===== config.mk =====
export PLATFORM = sky130hd
export DESIGN_NAME = hfb_ctrl
export DESIGN_NICKNAME = d
export VERILOG_FILES = /design/src/rtl/hfb_pkg.sv /design/src/rtl/hfb_ctrl.sv
export SDC_FILE = /design/constraint.sdc
export NUM_CORES = 1
export LEC_CHECK = 0
export BUFFER_PORTS_ARGS = -buffer_cell sky130_fd_sc_hd__buf_4
export CORE_AREA = 2 2 39 41
export DETAILED_ROUTE_END_ITERATION = 16
export DIE_AREA = 0 0 41 43
export PLACE_DENSITY = 0.38
export SLEW_MARGIN = 20
export SYNTH_ARGS = -nofsm -noshare
export SYNTH_HDL_FRONTEND = slang
export SYNTH_SLANG_ARGS = --single-unit

===== constraint.sdc =====
create_clock -name clk -period 1.4 [get_ports clk]
set_input_delay 0.42 -clock clk [delete_from_list [all_inputs] [get_ports clk]]
set_output_delay 0.42 -clock clk [all_outputs]
set_load 0.05 [all_outputs]

===== src/rtl/hfb_pkg.sv =====
// shared types, constants and pattern table for the 3d box sum block
package hfb_pkg;

  localparam int MAX_DIM_DEF      = 32;
  localparam int NUM_CHANNELS_DEF = 2;
  localparam int VOXEL_BITS_DEF   = 16;

  localparam int PW = 5;
  localparam int SW = 6;

  localparam logic [1:0] CFG_DIM_X = 2'd0;
  localparam logic [1:0] CFG_DIM_Y = 2'd1;
  localparam logic [1:0] CFG_DIM_Z = 2'd2;

  typedef enum logic [2:0] {
    ST_IDLE, ST_SETUP, ST_SCAN, ST_DRAIN, ST_NEXT, ST_DONE
  } hfb_state_t;

  // offset kind per axis: 0 none, 1 half, 2 third, 3 two thirds
  // size kind per axis: 0 full, 1 half, 2 third
  typedef struct packed {
    logic [1:0] ox;
    logic [1:0] oy;
    logic [1:0] oz;
    logic [1:0] sx;
    logic [1:0] sy;
    logic [1:0] sz;
    logic       neg;
  } hfb_sub_t;

  typedef struct packed {
    logic start;
    logic next_sub;
    logic step;
    logic rd_en;
    logic acc_en;
    logic finish;
  } hfb_cmd_t;

  typedef struct packed {
    logic empty;
    logic last_pos;
    logic last_sub;
  } hfb_stat_t;

  localparam logic [1:0] O_N = 2'd0, O_H = 2'd1, O_T = 2'd2, O_TT = 2'd3;
  localparam logic [1:0] S_F = 2'd0, S_H = 2'd1, S_T = 2'd2;

  function automatic logic [2:0] pat_count(input logic [PW-1:0] p);
    case (p)
      5'd3, 5'd4, 5'd5: pat_count = 3'd3;
      5'd6, 5'd7, 5'd8: pat_count = 3'd4;
      default:          pat_count = (p < 5'd19) ? 3'd2 : 3'd0;
    endcase
  endfunction

  function automatic hfb_sub_t mk(input logic [1:0] ox, input logic [1:0] oy,
                                  input logic [1:0] oz, input logic [1:0] sx,
                                  input logic [1:0] sy, input logic [1:0] sz,
                                  input logic neg);
    mk = '{ox: ox, oy: oy, oz: oz, sx: sx, sy: sy, sz: sz, neg: neg};
  endfunction

  function automatic hfb_sub_t pat_sub(input logic [PW-1:0] p, input logic [1:0] k);
    pat_sub = mk(O_N, O_N, O_N, S_F, S_F, S_F, 1'b1);
    case (p)
      5'd0: pat_sub = k[0] ? mk(O_H, O_N, O_N, S_H, S_F, S_F, 1'b0)
                           : mk(O_N, O_N, O_N, S_H, S_F, S_F, 1'b1);
      5'd1: pat_sub = k[0] ? mk(O_N, O_H, O_N, S_F, S_H, S_F, 1'b0)
                           : mk(O_N, O_N, O_N, S_F, S_H, S_F, 1'b1);
      5'd2: pat_sub = k[0] ? mk(O_N, O_N, O_H, S_F, S_F, S_H, 1'b0)
                           : mk(O_N, O_N, O_N, S_F, S_F, S_H, 1'b1);
      5'd3: pat_sub = (k == 2'd0) ? mk(O_N, O_N, O_N, S_T, S_F, S_F, 1'b1) :
                      (k == 2'd1) ? mk(O_T, O_N, O_N, S_T, S_F, S_F, 1'b0) :
                                    mk(O_TT, O_N, O_N, S_T, S_F, S_F, 1'b1);
      5'd4: pat_sub = (k == 2'd0) ? mk(O_N, O_N, O_N, S_F, S_T, S_F, 1'b1) :
                      (k == 2'd1) ? mk(O_N, O_T, O_N, S_F, S_T, S_F, 1'b0) :
                                    mk(O_N, O_TT, O_N, S_F, S_T, S_F, 1'b1);
      5'd5: pat_sub = (k == 2'd0) ? mk(O_N, O_N, O_N, S_F, S_F, S_T, 1'b1) :
                      (k == 2'd1) ? mk(O_N, O_N, O_T, S_F, S_F, S_T, 1'b0) :
                                    mk(O_N, O_N, O_TT, S_F, S_F, S_T, 1'b1);
      5'd6: pat_sub = mk(k[0] ? O_H : O_N, k[1] ? O_H : O_N, O_N, S_H, S_H, S_F,
                         ~(k[0] ^ k[1]));
      5'd7: pat_sub = mk(O_N, k[0] ? O_H : O_N, k[1] ? O_H : O_N, S_F, S_H, S_H,
                         ~(k[0] ^ k[1]));
      5'd8: pat_sub = mk(k[1] ? O_H : O_N, O_N, k[0] ? O_H : O_N, S_H, S_F, S_H,
                         ~(k[0] ^ k[1]));
      5'd9: pat_sub = mk(k[0] ? O_H : O_N, k[0] ? O_H : O_N, O_N, S_H, S_H, S_F, ~k[0]);
      5'd10: pat_sub = mk(O_N, k[0] ? O_H : O_N, k[0] ? O_H : O_N, S_F, S_H, S_H, ~k[0]);
      5'd11: pat_sub = mk(k[0] ? O_H : O_N, O_N, k[0] ? O_H : O_N, S_H, S_F, S_H, ~k[0]);
      5'd12: pat_sub = mk(k[0] ? O_N : O_H, k[0] ? O_H : O_N, O_N, S_H, S_H, S_F, ~k[0]);
      5'd13: pat_sub = mk(O_N, k[0] ? O_N : O_H, k[0] ? O_H : O_N, S_F, S_H, S_H, ~k[0]);
      5'd14: pat_sub = mk(k[0] ? O_H : O_N, O_N, k[0] ? O_N : O_H, S_H, S_F, S_H, ~k[0]);
      5'd15: pat_sub = mk(k[0] ? O_H : O_N, k[0] ? O_H : O_N, k[0] ? O_H : O_N,
                          S_H, S_H, S_H, ~k[0]);
      5'd16: pat_sub = mk(k[0] ? O_N : O_H, k[0] ? O_H : O_N, k[0] ? O_H : O_N,
                          S_H, S_H, S_H, ~k[0]);
      5'd17: pat_sub = mk(k[0] ? O_H : O_N, k[0] ? O_N : O_H, k[0] ? O_H : O_N,
                          S_H, S_H, S_H, ~k[0]);
      5'd18: pat_sub = mk(k[0] ? O_H : O_N, k[0] ? O_H : O_N, k[0] ? O_N : O_H,
                          S_H, S_H, S_H, ~k[0]);
      default: pat_sub = mk(O_N, O_N, O_N, S_F, S_F, S_F, 1'b1);
    endcase
  endfunction

  // floor(n/3) for n up to 257 by reciprocal multiply
  function automatic logic [8:0] div3(input logic [8:0] n);
    logic [19:0] prod;
    prod = {11'd0, n} * 20'd683;
    div3 = prod[19:11];
  endfunction

endpackage


===== src/rtl/hfb_ctrl.sv =====
// query sequencer for the box sum block
module hfb_ctrl (
  input  logic            clk,
  input  logic            rst_n,
  input  logic            query_go,
  input  logic            out_free,
  input  hfb_pkg::hfb_stat_t stat,
  output hfb_pkg::hfb_cmd_t  cmd,
  output logic            busy
);
  import hfb_pkg::*;

  hfb_state_t state_r, state_nxt;

  always_ff @(posedge clk) begin
    if (!rst_n) begin
      state_r <= ST_IDLE;
    end else begin
      state_r <= state_nxt;
    end
  end

  always_comb begin
    state_nxt = state_r;
    unique case (state_r)
      ST_IDLE:  if (query_go) state_nxt = ST_SETUP;
      ST_SETUP: begin
        if (stat.empty) state_nxt = stat.last_sub ? ST_DONE : ST_NEXT;
        else state_nxt = ST_SCAN;
      end
      ST_SCAN:  if (stat.last_pos) state_nxt = ST_DRAIN;
      ST_DRAIN: state_nxt = stat.last_sub ? ST_DONE : ST_NEXT;
      ST_NEXT:  state_nxt = ST_SETUP;
      ST_DONE:  if (out_free) state_nxt = ST_IDLE;
      default:  state_nxt = ST_IDLE;
    endcase
  end

  always_comb begin
    cmd  = '0;
    busy = 1'b1;
    unique case (state_r)
      ST_IDLE:  begin
        busy = 1'b0;
        cmd.start = query_go;
      end
      ST_SETUP: ;
      ST_SCAN:  begin
        cmd.rd_en = 1'b1;
        cmd.step  = 1'b1;
      end
      ST_DRAIN: cmd.acc_en = 1'b1;
      ST_NEXT:  cmd.next_sub = 1'b1;
      ST_DONE:  cmd.finish = out_free;
      default:  ;
    endcase
  end
endmodule


==> impl_metrics.tcl, run 1 <==
set metrics [dict create \
    ys_ff_latch 3 \
    finalSetupViolCount 7 \
    fin_crit_sh_pct 115 \
    critical_path.n_buffers_inverters 1 \
    synthTopCellsByCount "dfxtp_1 (3), nor2_1 (3), nor3b_1 (3)" \
    period_needed_ns 1.61 \
    ys.flop_type "dfxtp_1" \
    final_cell_area_um2 452 \
    io_buffers 13 \
    syn-num-nets 33 \
    synth_area_leaders "dfxtp_1 (26%), buf_6 (9.7%), nor3b_1 (9.7%), mux2i_1 (8.6%), buf_4 (6.5%)" \
    via_per_inst 4.18 \
    grt_start_max_net_pins 9 \
    cts_tree "yes" \
    top_regs "state_r: 3 flops" \
    synth_edf_count 0 \
    cts_made_buffers 3 \
    maxCapViolations 0 \
    grt_pass1_wl_um 931 \
    dpl.hpwl_um 441 \
    p_leak_nw 0.207 \
    arrival_ns 1.19 \
    outcome "finished, violations left" \
    worst-slew-pin-transition_ns 0.272 \
    maxSlewHeadroom_pct 81.8 \
    post_cts_buffers 0 \
    crit_path_start "state_r[0]" \
    syn-cell-area_um2 233 \
    crit_cells 3 \
    place_area_um2 378 \
    clkLatencyLatePin_ns 0.23 \
    final_util_pct 32.6 \
    nNetsFinal 52 \
    slowest_stage "or3_4" \
    synth_cells 26 \
    yosysTopAreaCellShare_pct 25.8 \
    fin_cells 60 \
    register_area_um2 63.8 \
    violations "setup timing" \
    path_delay_family "simple AND/OR/NAND/NOR gates" \
    antenna_found_initial 0 \
    largest_reg_flops 3 \
    synth_async_sr_flop_share_pct 0 \
    rows 14 \
    drcViolationCount 0 \
    required_ns 0.98 \
    regMostFlops "state_r" \
    vias 251 \
    hp-class "input port to register" \
    post_synth.cell_area_avg_um2 8.95 \
    fin_hold_ws_ns 0.445 \
    place_ws_ns -0.0382 \
    crit_path_end "cmd[5]" \
    rsz0062_at_grt "yes" \
    cts_htree_levels 1 \
    crit_path_end_kind "output port" \
    slew_violations 0 \
    path_cells "or3_4, nor2_4, buf_8" \
    drt_wl_total_um 573 \
    cts.sinks 3 \
    vdd_ir_drop_max_mv 0.530 \
    reg2reg_to "state_r[0]" \
    multiInputGateArea_um2 154 \
    rr_worst_depth 4 \
    die_area_um2 1760 \
    place.gp.congestion 0.629 \
    cts_hold_buf 0 \
    dpl.cell_count 56 \
    dr.pass1.iters 3 \
    crit_fanout 3 \
    fp.dieW_um 41 \
    grt_pass1_vias 257 \
    yosys_warnings 0 \
    drt-wirelength-per-cell_um 9.55 \
    clock-root-buffer "clkbuf_4" \
    diodes 0 \
    grt_usage_pct 8.21 \
    fillCellCount 149 \
    reg2reg_slack_ns 0.09 \
    power.density_nw_per_um2 1050 \
    yosysSeqAreaShare_pct 25.8 \
    synth_cell_types 15 \
    ioPinCount 14 \
    hold_viol 0 \
    syn_to_final_growth_pct 94.1 \
    grt_remaining_overflow 0 \
    drive_above_1_share_pct 70.5 \
    start_util_pct 16.8 \
    fin_ws_ns -0.207 \
    ant_nets 0 \
    clk_pin_slew_ns 0.03 \
    fp.dieH_um 43 \
    min_path_cells 2 \
    first_iter_violations 1 \
    clock.fmax_ghz 0.622 \
    skew_ns 0.000861 \
    criticalPathCategory "register to output port" \
    start_kind "register" \
    critPathMaxStageDelay_ns 0.40 \
    r2r_start "state_r[2]" \
    core_area_um2 1380 \
    synth_top_cell_by_area "dfxtp_1" \
    cts.path.max_buffers 2 \
]
[cell usage in the layout (no fill, tap or decap), types with 2 or more instances in the layout]
cell and count:
buf_4 9, buf_6 7, buf_8 2, clkbuf_4 3, dfxtp_2 3, mux2i_1 2
nor2_1 2, nor3b_1 2, o21ai_0 2
[kinds of logic after synthesis]
family	after synthesis	share of synthesized area (%)
AOI/OAI and AO/OA	5	16.7
buffers and inverters	6	19.4
and+or+nand+nor	10	29.6
DFF	3	25.8
muxes	2	8.60
[per-stage QoR]
step	total power, mW	setup TNS (ns)
global route	0.503	-1.33
CTS	0.479	-1.11
finish	0.473	-1.03
detailed placement	0.303	-0.0732
global placement	0.303	-0.0458
floorplan	0.258	-0.525
[final cells by class]
| cell class | count | area share (%) |
|---|---|---|
| multi-input combinational | 17 | 34.1 |
| inverter | 2 | 2.49 |
| tap | 16 | 4.43 |
| timing repair buffer | 18 | 39.1 |
| sequential | 3 | 14.1 |
| clock buffer | 4 | 5.82 |
[where the power goes]
part	leakage [nW]	switching (mW)	internal, mW
clock network	0.0150	0.0423	0.107
logic	0.166	0.118	0.101
registers	0.0258	0.00824	0.0967
[how the worst min path moves through the flow]
stage                     from          to  slack [ns]
floorplan           state_r[2]  state_r[1]        0.52
global placement    state_r[2]  state_r[1]        0.61
detailed placement  state_r[2]  state_r[1]        0.61
CTS                      rst_n  state_r[2]        0.44
global route             rst_n  state_r[2]        0.44
finish                   rst_n  state_r[2]        0.45
[metal layers]
layer  GRT usage, %  vias to the layer above  part of all wire (%)
met4           8.00                        0                     0
met5              0                        -                     0
met3           3.14                        0                   7.7
met1           7.32                      113                    40
met2           12.8                       10                    53
li1               -                      128                     -
[timing repair]
item | CTS | global route
setup endpoints to repair | 7 | 7
pin swaps | 3 | 0
resized for setup | 14 | 1
hold endpoints to repair | 0 | 0
[worst register-to-register path: cells and delay by family, from the launching register on]
family                 cells  cell delay [ns]
AOI/OAI and AO/OA          2             0.37
buffers and inverters      1             0.15
and+or+nand+nor            1             0.40
DFF                        1             0.33
Note: power is estimated with default switching activity, not from simulation.
==> run 2: changes to the inputs <==
- ABC_AREA: default -> 1
- CELL_PAD_IN_SITES_DETAIL_PLACEMENT: default -> 1
- CELL_PAD_IN_SITES_GLOBAL_PLACEMENT: default -> 2
- CORE_AREA: 2 2 39 41 -> default
- CORE_MARGIN: default -> 2
- CORE_UTILIZATION: default -> 16
- DIE_AREA: 0 0 41 43 -> default
- PLACE_DENSITY: 0.38 -> 0.67
==> run 2 against run 1 <==
  * Wire length rose by 47%
  * Area after synthesis fell by 6.5%
  * Worst hold slack got worse by 0.061 ns
  * The run still ends with setup timing left
  * Largest power group unchanged
  * Clock skew rose by 0.0016 ns
==> impl_metrics.tcl, run 2 <==
set metrics [dict create \
    outcome "finished, violations left" \
    violations "setup timing" \
    start_kind "register" \
    nNetsFinal 72 \
    fin_cells 79 \
    fp.dieH_um 40.9 \
    grt_start_max_net_pins 6 \
    post_synth.cell_area_avg_um2 5.88 \
    grt_usage_pct 12.5 \
    crit_fanout 4 \
    cts_tree "yes" \
    synth_edf_count 0 \
    final_common_cell "buf_4" \
    clkLatencyLatePin_ns 0.23 \
    crit_path_end_kind "output port" \
    dr.pass1.iters 2 \
    fp.dieW_um 40.9 \
    clk_pin_slew_ns 0.04 \
    yosysSeqAreaShare_pct 27.6 \
    dpl.cell_count 64 \
    required_ns 0.98 \
    top_regs "state_r: 3 flops" \
    criticalPathCategory "register to output port" \
    syn_to_final_growth_pct 168 \
    cts_made_buffers 3 \
    ys_ff_latch 3 \
    syn-cell-area_um2 218 \
    fillCellCount 152 \
    yosys_warnings 0 \
    antenna_found_initial 0 \
    fin_ws_ns -0.127 \
    rsz0062_at_grt "yes" \
    slew_violations 0 \
    final_cell_area_um2 584 \
    cts.path.max_buffers 2 \
    clock.fmax_ghz 0.655 \
    first_iter_violations 2 \
    synth_area_leaders "dfxtp_1 (28%), inv_1 (12%), nor2_1 (10%), nand2_1 (8.6%), a21oi_1 (6.9%)" \
    drt-wirelength-per-cell_um 10.6 \
    clock-root-buffer "clkbuf_4" \
    ioPinCount 14 \
    vias 329 \
    diodes 0 \
    die_area_um2 1670 \
    yosysTopAreaCellShare_pct 27.6 \
    synth_async_sr_flop_share_pct 0 \
    via_per_inst 4.16 \
    synth_cells 37 \
    vdd_ir_drop_max_mv 0.443 \
    drt_wl_total_um 841 \
    period_needed_ns 1.53 \
    ant_nets 0 \
    regMostFlops "state_r" \
    power.density_nw_per_um2 932 \
    cts_htree_levels 1 \
    core_area_um2 1280 \
    dpl.hpwl_um 551 \
    drive_above_1_share_pct 70.3 \
    largest_reg_flops 3 \
    syn-num-nets 44 \
    ys.flop_type "dfxtp_1" \
    grt_remaining_overflow 0 \
    final_util_pct 45.5 \
    fin_hold_ws_ns 0.384 \
    p_leak_nw 0.268 \
    finalSetupViolCount 6 \
    place.gp.congestion 0.688 \
    cts_hold_buf 0 \
    skew_ns 0.00244 \
    arrival_ns 1.11 \
    hp-class "input port to register" \
    grt_pass1_vias 340 \
    maxCapViolations 0 \
    grt_pass1_wl_um 1350 \
    place_area_um2 417 \
    start_util_pct 16.9 \
    io_buffers 13 \
    post-synth-top-count-cell "inv_1" \
    synth_top_cell_by_area "dfxtp_1" \
    synth_cell_types 15 \
    rows 13 \
    fin_crit_sh_pct 109 \
    worst-slew-pin-transition_ns 0.200 \
    hold_viol 0 \
    cts.sinks 3 \
    synthTopCellsByCount "inv_1 (7), nor2_1 (6), nand2_1 (5), a21oi_1 (3), dfxtp_1 (3)" \
    place_ws_ns -0.0608 \
    reg2reg_slack_ns 0.17 \
    final_cell_mix "buf_4 (16), buf_6 (5), inv_1 (4), nor2_1 (4)" \
    drcViolationCount 0 \
    maxSlewHeadroom_pct 86.6 \
]
run 2: kinds of logic after synthesis:
family                 after synthesis  synth area share (%)
and+or+nand+nor                     20                  44.3
buffers and inverters               10                  19.0
AOI/OAI and AO/OA                    4                  9.19
DFF                                  3                  27.6
run 2: worst max-delay path: stages (launching register included):
cell,delay (ns)
dfxtp_4,0.39
inv_4,0.06
nor2_4,0.09
nand2_2,0.08
clkinvlp_4,0.10
buf_8,0.15
run 2: report_power, final:
part / internal, mW / leakage [nW] / switching (mW)
logic: 0.125 / 0.226 / 0.151
clock network: 0.107 / 0.0150 / 0.0431
registers: 0.0951 / 0.0267 / 0.0237
run 2: path summary, 6_finish.rpt:
check / start / endpoint / cells past startpoint
max reg2reg: state_r[1] / state_r[0] / 8
min reg2reg: state_r[1] / state_r[2] / 3
min: rst_n / state_r[0] / 3
max: state_r[1] / cmd[2] / 5
run 2: what timing repair did:
action / in CTS / in global routing
pin swaps: 3 / 3
setup buffers: 7 / 4
endpoints found under the setup margin: 7 / 7
resized for setup: 14 / 2
run 2: per-layer routing:
metal	global-route usage [%]	vias up	share of wire, %
met5	0	-	0
met4	7.50	0	0
met3	3.26	0	3.8
met2	23.4	7	59
met1	12.0	153	37
li1	-	169	-
run 2: final cells by class:
class | instances | area, um^2 | share of cell area [%]
well taps | 15 | 18.8 | 3.21
multi-input cells | 24 | 184 | 31.5
repair buffers | 24 | 221 | 37.9
inverters | 9 | 62.6 | 10.7
clock buffers | 4 | 26.3 | 4.50
flip-flops and latches | 3 | 71.3 | 12.2
run 2: per-stage QoR:
step,power (mW),setup TNS [ns]
after floorplan,0.263,-0.186
after global placement,0.309,-0.0558
after detailed placement,0.313,-0.0608
after CTS,0.526,-0.658
after global routing,0.584,-0.938
final,0.544,-0.553
==> run 3: changes to the inputs <==
- HOLD_SLACK_MARGIN: default -> 0.03
- SETUP_SLACK_MARGIN: default -> 0.5
==> run 3 against run 2 <==
  * The flow still finishes with violations (setup timing)
  * First-iteration DRC count is 100% lower
  * Non-clock buffer count up 3
  * Via count increased by 7.3%
  * Flip-flop and latch count unchanged
  * Power is 2.4% higher
  * Clock skew about the same
  * Wire length is 7.6% higher
  * Global-route usage rose by 1.6 points
  * Critical path depth is the same
  * Register-to-register slack gained 0.12 ns
  * Cell area grew 8.4%
  * Count of clock-buffer cells in the layout is the same
==> impl_metrics.tcl, run 3 (synthesis results as in run 2) <==
set metrics [dict create \
    vdd_ir_drop_max_mv 0.395 \
    vias 353 \
    power.density_nw_per_um2 880 \
    wl_met1_um 356 \
    cts_htree_levels 1 \
    cts.path.max_buffers 2 \
    outcome "finished, violations left" \
    route.met3.wl_um 28 \
    drcViolationCount 0 \
    top_regs "state_r: 3 flops" \
    drt_wl_total_um 905 \
    fin_ws_ns -0.134 \
    regMostFlops "state_r" \
    r2r_start "state_r[2]" \
    grt_pass1_vias 383 \
    maxCapViolations 0 \
    path_delay_family "flip-flops" \
    final_util_pct 49.3 \
    rows 13 \
    crit_fanout 5 \
    critPathMaxStageDelay_ns 0.41 \
    cts_hold_buf 0 \
    slew_violations 0 \
    path_cells "inv_6, nor2_4, nand2_2, clkinvlp_4, buf_8" \
    slowest_stage "dfxtp_4" \
    fp.dieW_um 40.9 \
    finalSetupViolCount 7 \
    grt_usage_pct 14.1 \
    io_buffers 13 \
    via_per_inst 4.30 \
    crit_path_end_kind "output port" \
    first_iter_violations 0 \
    grt_start_max_net_pins 6 \
    hp-class "input port to register" \
    dr.pass1.iters 1 \
    cts.sinks 3 \
    arrival_ns 1.11 \
    fp.dieH_um 40.9 \
    cts_tree "yes" \
    fillCellCount 155 \
    ioPinCount 14 \
    clk_pin_slew_ns 0.04 \
    final_common_cell "buf_4" \
    worst-slew-pin-transition_ns 0.209 \
    total_power_mw 0.557 \
    p_leak_nw 0.288 \
    maxSlewHeadroom_pct 85.9 \
    route.met2.wl_um 487 \
    drive_above_1_share_pct 77.6 \
    crit_path_start "state_r[1]" \
    place.gp.congestion 0.699 \
    syn_to_final_growth_pct 191 \
    skew_ns 0.00221 \
    grt_pass1_wl_um 1520 \
    place_ws_ns -0.0723 \
    critical_path.n_buffers_inverters 3 \
    clkLatencyLatePin_ns 0.23 \
    antenna_found_initial 0 \
    period_needed_ns 1.53 \
    required_ns 0.98 \
    core_area_um2 1280 \
    final_cell_mix "buf_4 (17), buf_6 (8), nor2_4 (5)" \
    violations "setup timing" \
    diodes 0 \
    fin_crit_sh_pct 110 \
    rsz0062_at_grt "yes" \
    ant_nets 0 \
    nNetsFinal 75 \
    largest_reg_flops 3 \
    cts_made_buffers 3 \
    hold_viol 0 \
    clock-root-buffer "clkbuf_4" \
    grt_remaining_overflow 0 \
    die_area_um2 1670 \
    start_util_pct 16.9 \
    clock.fmax_ghz 0.652 \
    worstHoldStart "rst_n" \
    drt-wirelength-per-cell_um 11.0 \
    start_kind "register" \
    criticalPathCategory "register to output port" \
    highest_layer "met4" \
]
[run 3: cell types whose count changed in the layout (fill, tap and decap cells not counted), sizes merged]
cell,previous run,this run
buf,24,27
[run 3: layer usage]
metal  track usage, %  vias to the layer above
met5                0                        -
met4             13.3                        0
met3             1.63                        4
met2             24.2                        9
met1             14.7                      164
li1                 -                      176
[run 3: layout make-up]
class	instances	area (um^2)	share of cell area, %
multi-input combinational	24	206	32.6
sequential	3	71.3	11.3
inverter	9	62.6	9.88
timing repair buffer	27	248	39.1
clock buffer	4	26.3	4.15
tap	15	18.8	2.96
[run 3: path summary, 6_finish.rpt]
kind | to | slack, ns | depth (start not counted)
worst min-delay path | state_r[0] | 0.39 | 3
worst max-delay path | cmd[2] | -0.13 | 5
worst min register to register | state_r[2] | 0.60 | 2
worst max register to register | state_r[0] | 0.29 | 7
[run 3: per-stage QoR]
| stage | area (um^2) | TNS [ns] | hold WS, ns | cells |
|---|---|---|---|---|
| 2_1_floorplan | 328 | -0.178 | 0.506 | 37 |
| 3_3_place_gp | 429 | -0.0551 | 0.531 | 64 |
| 3_5_place_dp | 429 | -0.0723 | 0.551 | 64 |
| 4_1_cts | 597 | -0.617 | 0.386 | 79 |
| 5_1_grt | 633 | -0.928 | 0.406 | 82 |
| 6_report | 633 | -0.614 | 0.386 | 82 |
[run 3: power breakdown]
| part | switching (mW) | total (mW) | internal (mW) | leakage (nW) |
|---|---|---|---|---|
| clock | 0.0406 | 0.147 | 0.107 | 0.0150 |
| sequential | 0.0240 | 0.119 | 0.0951 | 0.0267 |
| combinational | 0.158 | 0.291 | 0.133 | 0.246 |
| total | 0.223 | 0.557 | 0.335 | 0.288 |
[run 3: repair_timing]
action | CTS | global route
pin swaps | 6 | 5
resized for setup | 16 | 4
setup buffers | 11 | 3
endpoints found under the setup margin | 8 | 10
[run 3: tightest hold or removal path: cells and delay by family]
kind	cells	cell delay, ns
buf+inv	2	0.12
simple gates	1	0.04
